$ cat config.mk
export PLATFORM = sky130hd
export DESIGN_NAME = selective_repeat_send_scheduler_core
export DESIGN_NICKNAME = d
export VERILOG_FILES = /design/src/rtl/core/srss_pkg.sv /design/src/rtl/core/srss_fifo.sv /design/src/rtl/core/srss_size.sv /design/src/rtl/core/srss_front.sv /design/src/rtl/core/srss_back.sv /design/src/rtl/core/selective_repeat_send_scheduler_core.sv
export SDC_FILE = /design/constraint.sdc
export NUM_CORES = 2
export LEC_CHECK = 0
export BUFFER_PORTS_ARGS = -buffer_cell sky130_fd_sc_hd__buf_2
export CORE_MARGIN = 2
export CORE_UTILIZATION = 37
export DETAILED_ROUTE_END_ITERATION = 6
export MAX_ROUTING_LAYER = met4
export PLACE_DENSITY_LB_ADDON = 0.1
export SYNTH_ARGS = -nofsm -noshare
export SYNTH_HDL_FRONTEND = slang
export SYNTH_SLANG_ARGS = --single-unit
$ cat constraint.sdc
create_clock -name clk -period 15.6 [get_ports clk]
set_input_delay 3.12 -clock clk [delete_from_list [all_inputs] [get_ports clk]]
set_output_delay 3.12 -clock clk [all_outputs]
set_load 0.05 [all_outputs]
$ cat src/rtl/core/srss_pkg.sv
// shared types and constants of the selective repeat send scheduler
// no dependencies; used by every module of the core
package srss_pkg;

    localparam int FS_W              = 21;    // file size register width
    localparam int SEQ_W             = 16;    // ack sequence number width
    localparam int ID_W              = 16;    // frame id width
    localparam int PAY_W             = 11;    // payload length field width
    localparam int RC_W              = 6;     // announce / end marker counter
    localparam int WORD_W            = 32;    // ack bitmap word width
    localparam int QUEUE_DEPTH       = 2;

    localparam int MAX_PACKETS_DEF   = 1024;
    localparam int PAYLOAD_BYTES_DEF = 1024;

    localparam int ANNOUNCE_REPEATS  = 50;
    localparam int END_REPEATS       = 3;
    localparam int CTRL_ID           = 7588;
    localparam int END_PAYLOAD       = 4;
    localparam int BIT_ONE           = 1;

    typedef enum logic [1:0] {
        ACT_START  = 2'd0,
        ACT_ACK    = 2'd1,
        ACT_NEXT   = 2'd2,
        ACT_UNUSED = 2'd3
    } action_t;

    typedef enum logic [2:0] {
        KIND_NONE     = 3'd0,
        KIND_ANNOUNCE = 3'd1,
        KIND_DATA     = 3'd2,
        KIND_END      = 3'd3,
        KIND_DONE     = 3'd4
    } frame_kind_t;

    typedef enum logic [1:0] {
        OP_START,
        OP_ACK,
        OP_NEXT,
        OP_NOP
    } op_t;

    typedef struct packed {
        action_t            action;
        logic [SEQ_W-1:0]   ack_seq;
    } in_item_t;

    typedef struct packed {
        frame_kind_t        frame_kind;
        logic [ID_W-1:0]    frame_id;
        logic [PAY_W-1:0]   payload_bytes;
        logic               ack_rejected;
    } out_item_t;

    typedef struct packed {
        op_t                op;
        logic [SEQ_W-1:0]   seq;
    } cmd_t;

endpackage

$ cat src/rtl/core/srss_fifo.sv
// small first-in first-out queue of any packed item type
// depends on srss_pkg for the default depth
module srss_fifo #(
    parameter type item_t = logic,
    parameter int  DEPTH  = srss_pkg::QUEUE_DEPTH
) (
    input  logic  clk,
    input  logic  rst_n,
    input  logic  push,
    input  item_t wr_item,
    output logic  full,
    input  logic  pop,
    output item_t rd_item,
    output logic  empty
);
    localparam int PW   = (DEPTH > 1) ? $clog2(DEPTH) : 1;
    localparam int CNTW = $clog2(DEPTH + 1);

    item_t            slot [DEPTH];
    logic [PW-1:0]    wr_ptr_reg, wr_ptr_next;
    logic [PW-1:0]    rd_ptr_reg, rd_ptr_next;
    logic [CNTW-1:0]  count_reg, count_next;
    logic             do_push, do_pop;

    assign full    = (count_reg == CNTW'(DEPTH));
    assign empty   = (count_reg == '0);
    assign do_push = push && !full;
    assign do_pop  = pop && !empty;
    assign rd_item = slot[rd_ptr_reg];

    always_comb
    begin
        wr_ptr_next = wr_ptr_reg;
        rd_ptr_next = rd_ptr_reg;
        count_next  = count_reg;
        if (do_push)
        begin
            wr_ptr_next = (wr_ptr_reg == PW'(DEPTH - 1)) ? '0 : wr_ptr_reg + PW'(1);
        end
        if (do_pop)
        begin
            rd_ptr_next = (rd_ptr_reg == PW'(DEPTH - 1)) ? '0 : rd_ptr_reg + PW'(1);
        end
        if (do_push && !do_pop)
        begin
            count_next = count_reg + CNTW'(1);
        end
        else if (do_pop && !do_push)
        begin
            count_next = count_reg - CNTW'(1);
        end
    end

    always_ff @(posedge clk or negedge rst_n)
    begin
        if (!rst_n)
        begin
            wr_ptr_reg <= '0;
            rd_ptr_reg <= '0;
            count_reg  <= '0;
        end
        else
        begin
            wr_ptr_reg <= wr_ptr_next;
            rd_ptr_reg <= rd_ptr_next;
            count_reg  <= count_next;
        end
    end

    always_ff @(posedge clk)
    begin
        if (do_push)
        begin
            slot[wr_ptr_reg] <= wr_item;
        end
    end

endmodule

$ cat src/rtl/core/srss_size.sv
// file size register and reciprocal divide giving packet count and tail length
// depends on srss_pkg
module srss_size #(
    parameter int MAX_PACKETS   = srss_pkg::MAX_PACKETS_DEF,
    parameter int PAYLOAD_BYTES = srss_pkg::PAYLOAD_BYTES_DEF
) (
    input  logic                                clk,
    input  logic                                rst_n,
    input  logic                                cfg_we,
    input  logic [srss_pkg::FS_W-1:0]           cfg_data,
    output logic                                busy,
    output logic [$clog2(MAX_PACKETS+1)-1:0]    pkt_count,
    output logic [srss_pkg::FS_W-1:0]           quot,
    output logic [$clog2(PAYLOAD_BYTES)-1:0]    last_rem
);
    import srss_pkg::*;

    localparam int NW    = $clog2(MAX_PACKETS + 1);
    localparam int RMW   = $clog2(PAYLOAD_BYTES);
    localparam int MAGIC = (1 << FS_W) / PAYLOAD_BYTES;
    localparam int MW    = $clog2(MAGIC + 1);
    localparam int PW    = FS_W + MW;

    typedef enum logic [1:0] {
        S_IDLE,
        S_MUL,
        S_REM,
        S_FIX
    } state_t;

    state_t             state_reg;
    logic [FS_W-1:0]    fs_reg;
    logic [FS_W-1:0]    q_reg;
    logic [NW-1:0]      count_reg;
    logic [FS_W-1:0]    quot_reg;
    logic [RMW-1:0]     last_rem_reg;

    logic [PW-1:0]      prod;
    logic [FS_W-1:0]    q_est;
    logic [FS_W:0]      back_mul;
    logic [FS_W:0]      rem_wide;
    logic               rem_ge;
    logic [FS_W:0]      n_sum;
    logic [NW-1:0]      n_sat;

    // reciprocal estimate is at most one low, one compare and subtract fixes it
    always_comb
    begin
        prod     = PW'(fs_reg) * PW'(MAGIC);
        q_est    = FS_W'(prod >> FS_W);
        back_mul = (FS_W+1)'(q_reg) * (FS_W+1)'(PAYLOAD_BYTES);
        rem_wide = (FS_W+1)'(fs_reg) - back_mul;
        rem_ge   = (rem_wide >= (FS_W+1)'(PAYLOAD_BYTES));
        n_sum    = (FS_W+1)'(quot_reg) + (FS_W+1)'(last_rem_reg != '0);
        n_sat    = (n_sum > (FS_W+1)'(MAX_PACKETS)) ? NW'(MAX_PACKETS) : NW'(n_sum);
    end

    always_ff @(posedge clk or negedge rst_n)
    begin
        if (!rst_n)
        begin
            state_reg    <= S_IDLE;
            fs_reg       <= '0;
            q_reg        <= '0;
            count_reg    <= '0;
            quot_reg     <= '0;
            last_rem_reg <= '0;
        end
        else if (cfg_we)
        begin
            state_reg <= S_MUL;
            fs_reg    <= cfg_data;
        end
        else
        begin
            unique case (state_reg)
                S_IDLE:
                begin
                    state_reg <= S_IDLE;
                end
                S_MUL:
                begin
                    q_reg     <= q_est;
                    state_reg <= S_REM;
                end
                S_REM:
                begin
                    if (rem_ge)
                    begin
                        quot_reg     <= q_reg + FS_W'(1);
                        last_rem_reg <= RMW'(rem_wide - (FS_W+1)'(PAYLOAD_BYTES));
                    end
                    else
                    begin
                        quot_reg     <= q_reg;
                        last_rem_reg <= RMW'(rem_wide);
                    end
                    state_reg <= S_FIX;
                end
                S_FIX:
                begin
                    count_reg <= n_sat;
                    state_reg <= S_IDLE;
                end
            endcase
        end
    end

    assign busy      = (state_reg != S_IDLE);
    assign pkt_count = count_reg;
    assign quot      = quot_reg;
    assign last_rem  = last_rem_reg;

endmodule

$ cat src/rtl/core/srss_front.sv
// request intake: decodes the action code and queues commands for the scheduler
// depends on srss_pkg and srss_fifo
module srss_front (
    input  logic                clk,
    input  logic                rst_n,
    input  logic                push,
    input  srss_pkg::in_item_t  in_item,
    output logic                full,
    input  logic                cmd_pop,
    output srss_pkg::cmd_t      cmd,
    output logic                cmd_valid
);
    import srss_pkg::*;

    cmd_t decoded;
    logic cmd_empty;

    always_comb
    begin
        decoded.seq = in_item.ack_seq;
        unique case (in_item.action)
            ACT_START:  decoded.op = OP_START;
            ACT_ACK:    decoded.op = OP_ACK;
            ACT_NEXT:   decoded.op = OP_NEXT;
            ACT_UNUSED: decoded.op = OP_NOP;
            default:    decoded.op = OP_NOP;
        endcase
    end

    srss_fifo #(
        .item_t (cmd_t),
        .DEPTH  (QUEUE_DEPTH)
    ) u_cmd_q (
        .clk     (clk),
        .rst_n   (rst_n),
        .push    (push),
        .wr_item (decoded),
        .full    (full),
        .pop     (cmd_pop),
        .rd_item (cmd),
        .empty   (cmd_empty)
    );

    assign cmd_valid = !cmd_empty;

endmodule

$ cat src/rtl/core/srss_back.sv
// scheduler engine: phase sequencing, ack bitmap memory and word-wise resend scan
// depends on srss_pkg; fed by srss_front and srss_size
module srss_back #(
    parameter int MAX_PACKETS   = srss_pkg::MAX_PACKETS_DEF,
    parameter int PAYLOAD_BYTES = srss_pkg::PAYLOAD_BYTES_DEF
) (
    input  logic                                clk,
    input  logic                                rst_n,
    input  srss_pkg::cmd_t                      cmd,
    input  logic                                cmd_valid,
    output logic                                cmd_pop,
    input  logic                                size_busy,
    input  logic [$clog2(MAX_PACKETS+1)-1:0]    pkt_count,
    input  logic [srss_pkg::FS_W-1:0]           quot,
    input  logic [$clog2(PAYLOAD_BYTES)-1:0]    last_rem,
    input  logic                                res_full,
    output logic                                res_push,
    output srss_pkg::out_item_t                 res_item
);
    import srss_pkg::*;

    localparam int NW   = $clog2(MAX_PACKETS + 1);
    localparam int ROWS = (MAX_PACKETS + WORD_W - 1) / WORD_W;
    localparam int RIW  = (ROWS > 1) ? $clog2(ROWS) : 1;
    localparam int BW   = $clog2(WORD_W);
    localparam int CW   = RIW + BW;
    localparam int XW   = (CW + 1 > NW) ? CW + 1 : NW;
    localparam int RMW  = $clog2(PAYLOAD_BYTES);
    localparam int PAYW = $clog2(PAYLOAD_BYTES + 1);
    localparam logic [PAYW-1:0] PB_FULL = PAYW'(PAYLOAD_BYTES);

    typedef enum logic [2:0] {
        PH_ANNOUNCE,
        PH_BLAST,
        PH_REPEAT,
        PH_END,
        PH_DONE
    } phase_t;

    typedef enum logic [2:0] {
        ST_IDLE,
        ST_ACK_RD,
        ST_ACK_WR,
        ST_SRCH_RD,
        ST_SRCH_EV
    } state_t;

    state_t             state_reg,  state_next;
    phase_t             phase_reg,  phase_next;
    logic [NW-1:0]      scan_reg,   scan_next;
    logic [RC_W-1:0]    rc_reg,     rc_next;
    logic               resent_reg, resent_next;
    logic [RIW-1:0]     row_reg,    row_next;
    logic [BW-1:0]      low_reg,    low_next;
    logic [BW-1:0]      bit_reg,    bit_next;
    logic [ROWS-1:0]    valid_reg,  valid_next;

    logic [WORD_W-1:0]  mem [ROWS];
    logic [WORD_W-1:0]  rd_data_reg;
    logic               mem_we;
    logic [WORD_W-1:0]  mem_wdata;

    logic [WORD_W-1:0]  word_eff;
    logic [WORD_W-1:0]  low_mask;
    logic [WORD_W-1:0]  word_masked;
    logic               hit;
    logic [BW-1:0]      hit_pos;
    logic [CW-1:0]      cand;
    logic               cand_ok;
    logic [CW:0]        next_start;
    logic               more_rows;

    function automatic logic [PAY_W-1:0] pay_of(
        input logic [NW-1:0]    idx,
        input logic [FS_W-1:0]  q,
        input logic [RMW-1:0]   r
    );
        logic [PAY_W-1:0] len;
        if (FS_W'(idx) < q)
        begin
            len = PAY_W'(PB_FULL);
        end
        else
        begin
            len = PAY_W'(r);
        end
        return len;
    endfunction

    // word scan: rows never written read as all unacked
    always_comb
    begin
        word_eff    = valid_reg[row_reg] ? rd_data_reg : '0;
        low_mask    = (WORD_W'(BIT_ONE) << low_reg) - WORD_W'(BIT_ONE);
        word_masked = word_eff | low_mask;
        hit         = 1'b0;
        hit_pos     = '0;
        for (int k = WORD_W - 1; k >= 0; k--)
        begin
            if (!word_masked[k])
            begin
                hit     = 1'b1;
                hit_pos = BW'(k);
            end
        end
        cand       = {row_reg, hit_pos};
        cand_ok    = hit && (XW'(cand) < XW'(pkt_count));
        next_start = {(RIW+1)'(row_reg) + (RIW+1)'(1), BW'(0)};
        more_rows  = !hit && (XW'(next_start) < XW'(pkt_count));
    end

    always_comb
    begin
        logic              srch_go;
        logic              fail;
        logic              end_go;
        logic              resent_was;
        logic [NW-1:0]     srch_from;
        logic [RC_W-1:0]   rc_inc;
        phase_t            ph;

        state_next  = state_reg;
        phase_next  = phase_reg;
        scan_next   = scan_reg;
        rc_next     = rc_reg;
        resent_next = resent_reg;
        row_next    = row_reg;
        low_next    = low_reg;
        bit_next    = bit_reg;
        valid_next  = valid_reg;
        cmd_pop     = 1'b0;
        res_push    = 1'b0;
        res_item    = '0;
        mem_we      = 1'b0;
        mem_wdata   = word_eff | (WORD_W'(BIT_ONE) << bit_reg);
        srch_go     = 1'b0;
        fail        = 1'b0;
        end_go      = 1'b0;
        resent_was  = 1'b0;
        srch_from   = '0;
        rc_inc      = '0;
        ph          = phase_reg;

        unique case (state_reg)
            ST_IDLE:
            begin
                if (cmd_valid && !size_busy && !res_full)
                begin
                    cmd_pop = 1'b1;
                    unique case (cmd.op)
                        OP_START:
                        begin
                            valid_next  = '0;
                            scan_next   = '0;
                            phase_next  = PH_ANNOUNCE;
                            rc_next     = '0;
                            resent_next = 1'b0;
                            res_push    = 1'b1;
                        end
                        OP_ACK:
                        begin
                            if (cmd.seq < SEQ_W'(pkt_count))
                            begin
                                row_next   = RIW'(cmd.seq >> BW);
                                bit_next   = cmd.seq[BW-1:0];
                                state_next = ST_ACK_RD;
                            end
                            else
                            begin
                                res_push              = 1'b1;
                                res_item.ack_rejected = 1'b1;
                            end
                        end
                        OP_NEXT:
                        begin
                            // empty file skips straight to the end markers
                            if (phase_reg == PH_ANNOUNCE && pkt_count == '0)
                            begin
                                ph         = PH_END;
                                phase_next = PH_END;
                                rc_next    = '0;
                            end
                            unique case (ph)
                                PH_ANNOUNCE:
                                begin
                                    res_push            = 1'b1;
                                    res_item.frame_kind = KIND_ANNOUNCE;
                                    res_item.frame_id   = ID_W'(CTRL_ID);
                                    rc_inc              = rc_reg + RC_W'(1);
                                    if (rc_inc >= RC_W'(ANNOUNCE_REPEATS))
                                    begin
                                        phase_next = PH_BLAST;
                                        rc_next    = '0;
                                        scan_next  = '0;
                                    end
                                    else
                                    begin
                                        rc_next = rc_inc;
                                    end
                                end
                                PH_BLAST:
                                begin
                                    if (scan_reg >= pkt_count)
                                    begin
                                        phase_next  = PH_REPEAT;
                                        scan_next   = '0;
                                        resent_next = 1'b0;
                                        srch_go     = 1'b1;
                                        srch_from   = '0;
                                    end
                                    else
                                    begin
                                        res_push               = 1'b1;
                                        res_item.frame_kind    = KIND_DATA;
                                        res_item.frame_id      = ID_W'(scan_reg);
                                        res_item.payload_bytes = pay_of(scan_reg, quot, last_rem);
                                        scan_next              = scan_reg + NW'(1);
                                        if (scan_next >= pkt_count)
                                        begin
                                            phase_next  = PH_REPEAT;
                                            scan_next   = '0;
                                            resent_next = 1'b0;
                                        end
                                    end
                                end
                                PH_REPEAT:
                                begin
                                    srch_go   = 1'b1;
                                    srch_from = scan_reg;
                                end
                                PH_END:
                                begin
                                    end_go = 1'b1;
                                end
                                PH_DONE:
                                begin
                                    res_push            = 1'b1;
                                    res_item.frame_kind = KIND_DONE;
                                end
                                default:
                                begin
                                    res_push = 1'b1;
                                end
                            endcase
                        end
                        OP_NOP:
                        begin
                            res_push = 1'b1;
                        end
                        default:
                        begin
                            res_push = 1'b1;
                        end
                    endcase
                end
            end
            ST_ACK_RD:
            begin
                state_next = ST_ACK_WR;
            end
            ST_ACK_WR:
            begin
                mem_we              = 1'b1;
                valid_next[row_reg] = 1'b1;
                res_push            = 1'b1;
                state_next          = ST_IDLE;
            end
            ST_SRCH_RD:
            begin
                state_next = ST_SRCH_EV;
            end
            ST_SRCH_EV:
            begin
                if (cand_ok)
                begin
                    res_push               = 1'b1;
                    res_item.frame_kind    = KIND_DATA;
                    res_item.frame_id      = ID_W'(cand);
                    res_item.payload_bytes = pay_of(NW'(cand), quot, last_rem);
                    scan_next              = NW'(cand) + NW'(1);
                    resent_next            = 1'b1;
                    state_next             = ST_IDLE;
                end
                else if (more_rows)
                begin
                    row_next   = row_reg + RIW'(1);
                    low_next   = '0;
                    state_next = ST_SRCH_RD;
                end
                else
                begin
                    fail = 1'b1;
                end
            end
            default:
            begin
                state_next = ST_IDLE;
            end
        endcase

        // start a scan at a packet index
        if (srch_go)
        begin
            if (srch_from >= pkt_count)
            begin
                fail = 1'b1;
            end
            else
            begin
                row_next   = RIW'(srch_from >> BW);
                low_next   = BW'(srch_from);
                state_next = ST_SRCH_RD;
            end
        end

        // nothing left from the scan point: rescan once if this pass resent anything
        if (fail)
        begin
            resent_was  = resent_next;
            resent_next = 1'b0;
            scan_next   = '0;
            if (resent_was && pkt_count != '0)
            begin
                row_next   = '0;
                low_next   = '0;
                state_next = ST_SRCH_RD;
            end
            else
            begin
                phase_next = PH_END;
                rc_next    = '0;
                end_go     = 1'b1;
            end
        end

        if (end_go)
        begin
            res_push               = 1'b1;
            res_item.frame_kind    = KIND_END;
            res_item.frame_id      = ID_W'(CTRL_ID);
            res_item.payload_bytes = PAY_W'(END_PAYLOAD);
            state_next             = ST_IDLE;
            rc_inc                 = rc_next + RC_W'(1);
            if (rc_inc >= RC_W'(END_REPEATS))
            begin
                phase_next = PH_DONE;
                rc_next    = '0;
            end
            else
            begin
                phase_next = PH_END;
                rc_next    = rc_inc;
            end
        end
    end

    always_ff @(posedge clk or negedge rst_n)
    begin
        if (!rst_n)
        begin
            state_reg  <= ST_IDLE;
            phase_reg  <= PH_ANNOUNCE;
            scan_reg   <= '0;
            rc_reg     <= '0;
            resent_reg <= 1'b0;
            row_reg    <= '0;
            low_reg    <= '0;
            bit_reg    <= '0;
            valid_reg  <= '0;
        end
        else
        begin
            state_reg  <= state_next;
            phase_reg  <= phase_next;
            scan_reg   <= scan_next;
            rc_reg     <= rc_next;
            resent_reg <= resent_next;
            row_reg    <= row_next;
            low_reg    <= low_next;
            bit_reg    <= bit_next;
            valid_reg  <= valid_next;
        end
    end

    // ack bitmap words, registered read at the current row
    always_ff @(posedge clk)
    begin
        if (mem_we)
        begin
            mem[row_reg] <= mem_wdata;
        end
        rd_data_reg <= mem[row_reg];
    end

endmodule

$ cat src/rtl/core/selective_repeat_send_scheduler_core.sv
// selective repeat send scheduler, top level; depends on srss_pkg and all srss_* modules
// path: command queue, engine, result queue; start, unused code, rejected ack, announce,
// blast, end, finished go from idle; a good ack reads then writes its bitmap word; a resend
// scan checks 32-bit bitmap words in turn (two scans of ceil(MAX_PACKETS/32) words at most)
// in: 1 request per cycle unless full; a good ack or scan holds later requests in the queue
// reset: all control cleared, file size 0; a size write stalls requests during the divide
module selective_repeat_send_scheduler_core #(
    parameter int MAX_PACKETS   = srss_pkg::MAX_PACKETS_DEF,
    parameter int PAYLOAD_BYTES = srss_pkg::PAYLOAD_BYTES_DEF
) (
    input  logic                        clk,
    input  logic                        rst_n,
    input  logic                        cfg_we,
    input  logic [srss_pkg::FS_W-1:0]   cfg_data,
    input  logic                        push,
    input  srss_pkg::in_item_t          in_item,
    output logic                        full,
    input  logic                        pop,
    output srss_pkg::out_item_t         out_item,
    output logic                        empty
);
    import srss_pkg::*;

    localparam int NW  = $clog2(MAX_PACKETS + 1);
    localparam int RMW = $clog2(PAYLOAD_BYTES);

    // front to back command request
    cmd_t               cmd;
    logic               cmd_valid;
    logic               cmd_pop;

    // size divider outputs
    logic               size_busy;
    logic [NW-1:0]      pkt_count;
    logic [FS_W-1:0]    quot;
    logic [RMW-1:0]     last_rem;

    // back to result queue
    logic               res_push;
    logic               res_full;
    out_item_t          res_item;

    // file size register plus reciprocal divide for packet count and short tail
    srss_size #(
        .MAX_PACKETS   (MAX_PACKETS),
        .PAYLOAD_BYTES (PAYLOAD_BYTES)
    ) u_size (
        .clk       (clk),
        .rst_n     (rst_n),
        .cfg_we    (cfg_we),
        .cfg_data  (cfg_data),
        .busy      (size_busy),
        .pkt_count (pkt_count),
        .quot      (quot),
        .last_rem  (last_rem)
    );

    // intake: decode and buffer requests
    srss_front u_front (
        .clk       (clk),
        .rst_n     (rst_n),
        .push      (push),
        .in_item   (in_item),
        .full      (full),
        .cmd_pop   (cmd_pop),
        .cmd       (cmd),
        .cmd_valid (cmd_valid)
    );

    // scheduler engine with the ack bitmap
    srss_back #(
        .MAX_PACKETS   (MAX_PACKETS),
        .PAYLOAD_BYTES (PAYLOAD_BYTES)
    ) u_back (
        .clk       (clk),
        .rst_n     (rst_n),
        .cmd       (cmd),
        .cmd_valid (cmd_valid),
        .cmd_pop   (cmd_pop),
        .size_busy (size_busy),
        .pkt_count (pkt_count),
        .quot      (quot),
        .last_rem  (last_rem),
        .res_full  (res_full),
        .res_push  (res_push),
        .res_item  (res_item)
    );

    // result queue decouples the engine from the consumer
    srss_fifo #(
        .item_t (out_item_t),
        .DEPTH  (QUEUE_DEPTH)
    ) u_res_q (
        .clk     (clk),
        .rst_n   (rst_n),
        .push    (res_push),
        .wr_item (res_item),
        .full    (res_full),
        .pop     (pop),
        .rd_item (out_item),
        .empty   (empty)
    );

endmodule
==> impl_metrics.json <==
{
  "postCtsSetupBuffers": 0,
  "core_area_um2": 147000,
  "synth_edf_count": 1112,
  "drive_gt1_share_pct": 23.4,
  "tritoncts": "done",
  "post_drt_wl_per_cell_um": 30.5,
  "syn_area_um2": 54900,
  "syn_inst": 3277,
  "htreeDepth": 4,
  "start_kind": "flip-flop",
  "clk_pin_slew_ps": 70,
  "die_w_um": 389,
  "dr.first_iter.drc_count": 2762,
  "status": "completed",
  "start_util_pct": 37.2,
  "gp_congestion": 0.925,
  "peakVddDrop_mv": 0.117,
  "setup.worst_path.class": "reg -> reg",
  "final_cell_mix": "1,112 x edfxtp_1, 256 x mux4_2, 160 x nand2_1, 144 x clkbuf_16, 144 x dfrtp_1",
  "routed_wl_mm": 167,
  "numCtsBuffers": 144,
  "die_area_um2": 151000,
  "grt_usage_pct": 22.7,
  "max_cap_viol_count": 0,
  "largest_reg_flops": 1024,
  "report.final.slew_viol_count": 0,
  "placedCellCount": 5197,
  "hold_path_class": "reg -> reg",
  "regMostFlops": "u_back.mem",
  "grt_pass1_vias": 32500,
  "setup_violations": 0,
  "seq_area_frac_synth_pct": 68.6,
  "cp_max_fo": 54,
  "cts_resized": 0,
  "ctsHoldBuffers": 0,
  "mostFrequentLayoutCell": "edfxtp_1",
  "post_drt_via_cell_ratio": 5.78,
  "areaGrowthSynthToFinish_pct": 14.7,
  "insertion_delay_ps": 800,
  "synth_top_area_share_pct": 60.8,
  "syn_area_per_cell_um2": 16.8,
  "p_leak_nw": 21.4,
  "grt_setup_unrepaired": "no",
  "rows": 141,
  "period_needed_ps": 8550,
  "yosysWarnings": 0,
  "port_buffers": 73,
  "post-route-period-util_pct": 54.8,
  "skew_ps": 61.3,
  "antenna_found_initial": 6,
  "clk_path_buf_depth": 3,
  "largest_registers": "u_back.mem (1024), u_res_q.slot (52), u_front.u_cmd_q.slot (36)",
  "ioPinCount": 77,
  "grt_max_degree": 119,
  "dpl.hpwl_mm": 97.5,
  "placed_area_um2": 58100,
  "first_pass_iters": 5,
  "power_density_nw_per_um2": 176,
  "setup_tns_ps": 0,
  "max_freq_mhz": 117,
  "cp_data_required_time_ps": 16310,
  "design_area_um2": 63000,
  "worst_pin_slew_ps": 1320,
  "cts_root_buf": "clkbuf_16",
  "grt_pass1_wl_mm": 239,
  "endpoint_kind": "flip-flop",
  "hold_viol": 0,
  "nNetsFinal": 3571,
  "vias": 31600,
  "relSlewSlack_pct": 11.9,
  "ys_types": 103,
  "synth_area_leader_cell": "edfxtp_1",
  "overflow": 0,
  "synth_async_sr_flop_share_pct": 11.3,
  "synth_area_leaders": "edfxtp_1 61%, mux4_2 11%, dfrtp_1 6.7%",
  "ys_ff_latch": 1290,
  "ant_nets": 0,
  "clock-sinks": 1290,
  "drc": 0,
  "fin_cells": 5466,
  "die_y_um": 389,
  "arrival_ps": 9250,
  "synthFlopType": "edfxtp_1"
}
area by class of cell:
type | count | area (um^2)
well taps | 1930 | 2410
clock inverters | 80 | 1040
inverters | 75 | 282
diodes | 3 | 7.51
clock buffers | 186 | 3890
multi-input cells | 1735 | 16600
flip-flops and latches | 1290 | 37700
fillers | 13000 | 84500
repair buffers | 167 | 1090
synth_stat cells (11+ instances only):
cell	instances
edfxtp_1	1112
mux4_2	256
nand2_1	160
dfrtp_1	146
nor2_1	144
a22oi_1	138
o21ai_0	123
ha_1	113
clkbuf_1	102
inv_1	75
mux2_2	73
a21o_1	58
nand4_1	56
a21oi_1	53
buf_1	44
nand3_1	43
xnor2_1	35
dfxtp_1	32
nor3_1	31
and3_1	28
mux2i_1	26
a21boi_0	22
o21a_1	22
nor2b_1	21
buf_2	20
and2_1	18
nand2b_1	17
o22ai_1	15
or3_1	14
nor4_1	13
nand3b_1	12
xor2_1	11
routing by layer:
metal	wire (um)	vias to the layer above	share of wire, %	track usage [%]
li1	-	13500	-	-
met2	82500	970	49	37.1
met5	0	-	0	-
met1	71200	16900	43	29.2
met4	5070	0	3.0	7.15
met3	7990	241	4.8	3.32
power breakdown:
group	internal [mW]	switching, mW	leakage (nW)
logic	1.20	1.96	6.66
registers	4.18	0.268	12.3
clock network	2.04	1.44	2.37
total	7.41	3.67	21.4
path summary, 6_finish.rpt:
| check | from | endpoint | slack, ps | cells past startpoint |
|---|---|---|---|---|
| setup / recovery | u_back.row_reg[1] | u_back.rc_reg[0] | 7050 | 25 |
| hold / removal | u_back.valid_reg[17] | u_back.valid_reg[17] | 480 | 1 |
| setup reg to reg | u_back.row_reg[1] | u_back.rc_reg[0] | 7050 | 25 |
| hold reg to reg | u_back.valid_reg[17] | u_back.valid_reg[17] | 480 | 1 |
| max in group asynchronous | rst_n | u_size.fs_reg[17] | 11680 | 2 |
| min in group asynchronous | rst_n | u_back.bit_reg[2] | 2350 | 1 |
critical path: stages, from the launching register on:
cell and delay, ps:
dfrtp_4 1000, buf_4 810, mux2i_1 340, o22ai_2 120
or4_1 740, mux2i_4 650, a2111oi_0 170, o41ai_1 530
o211a_1 230, o31ai_2 150, a221oi_1 810, ha_1 380
o21a_1 170, o21ai_0 180, a31oi_1 70, o21a_2 180
o21a_4 250, o21ai_0 280, nand2_1 100, ha_1 220
nor2_1 110, nand3_1 110, a21oi_1 270, nor2_1 80
a211o_1 240, a32oi_1 210
stage by stage:
step           util [%]  hold WS [ps]  setup WS, ps  power, mW
6_report           42.7           476          7050       11.1
4_1_cts            42.7           477          7190       11.2
3_5_place_dp       39.4           465          7210       7.70
5_1_grt            42.7           492          6640       11.6
2_1_floorplan         -           449          8030       6.52
3_3_place_gp       39.4           469          7460       7.66
kinds of logic (layout without fill, tap and decap cells):
family / count (synthesis) / in the layout / share of synthesized area (%)
multiplexers: 357 / 357 / 12.5
buffers and inverters: 254 / 508 / 1.91
other: 1 / 6 / 0.00683
XOR/XNOR: 46 / 46 / 0.734
AO/OA/AOI/OAI: 597 / 597 / 7.77
AND/OR/NAND/NOR: 618 / 618 / 5.79
adder cells (fa/ha/maj): 114 / 114 / 2.61
flip-flops: 1290 / 1290 / 68.6
No activity file was read; power rests on OpenSTA's default activity.
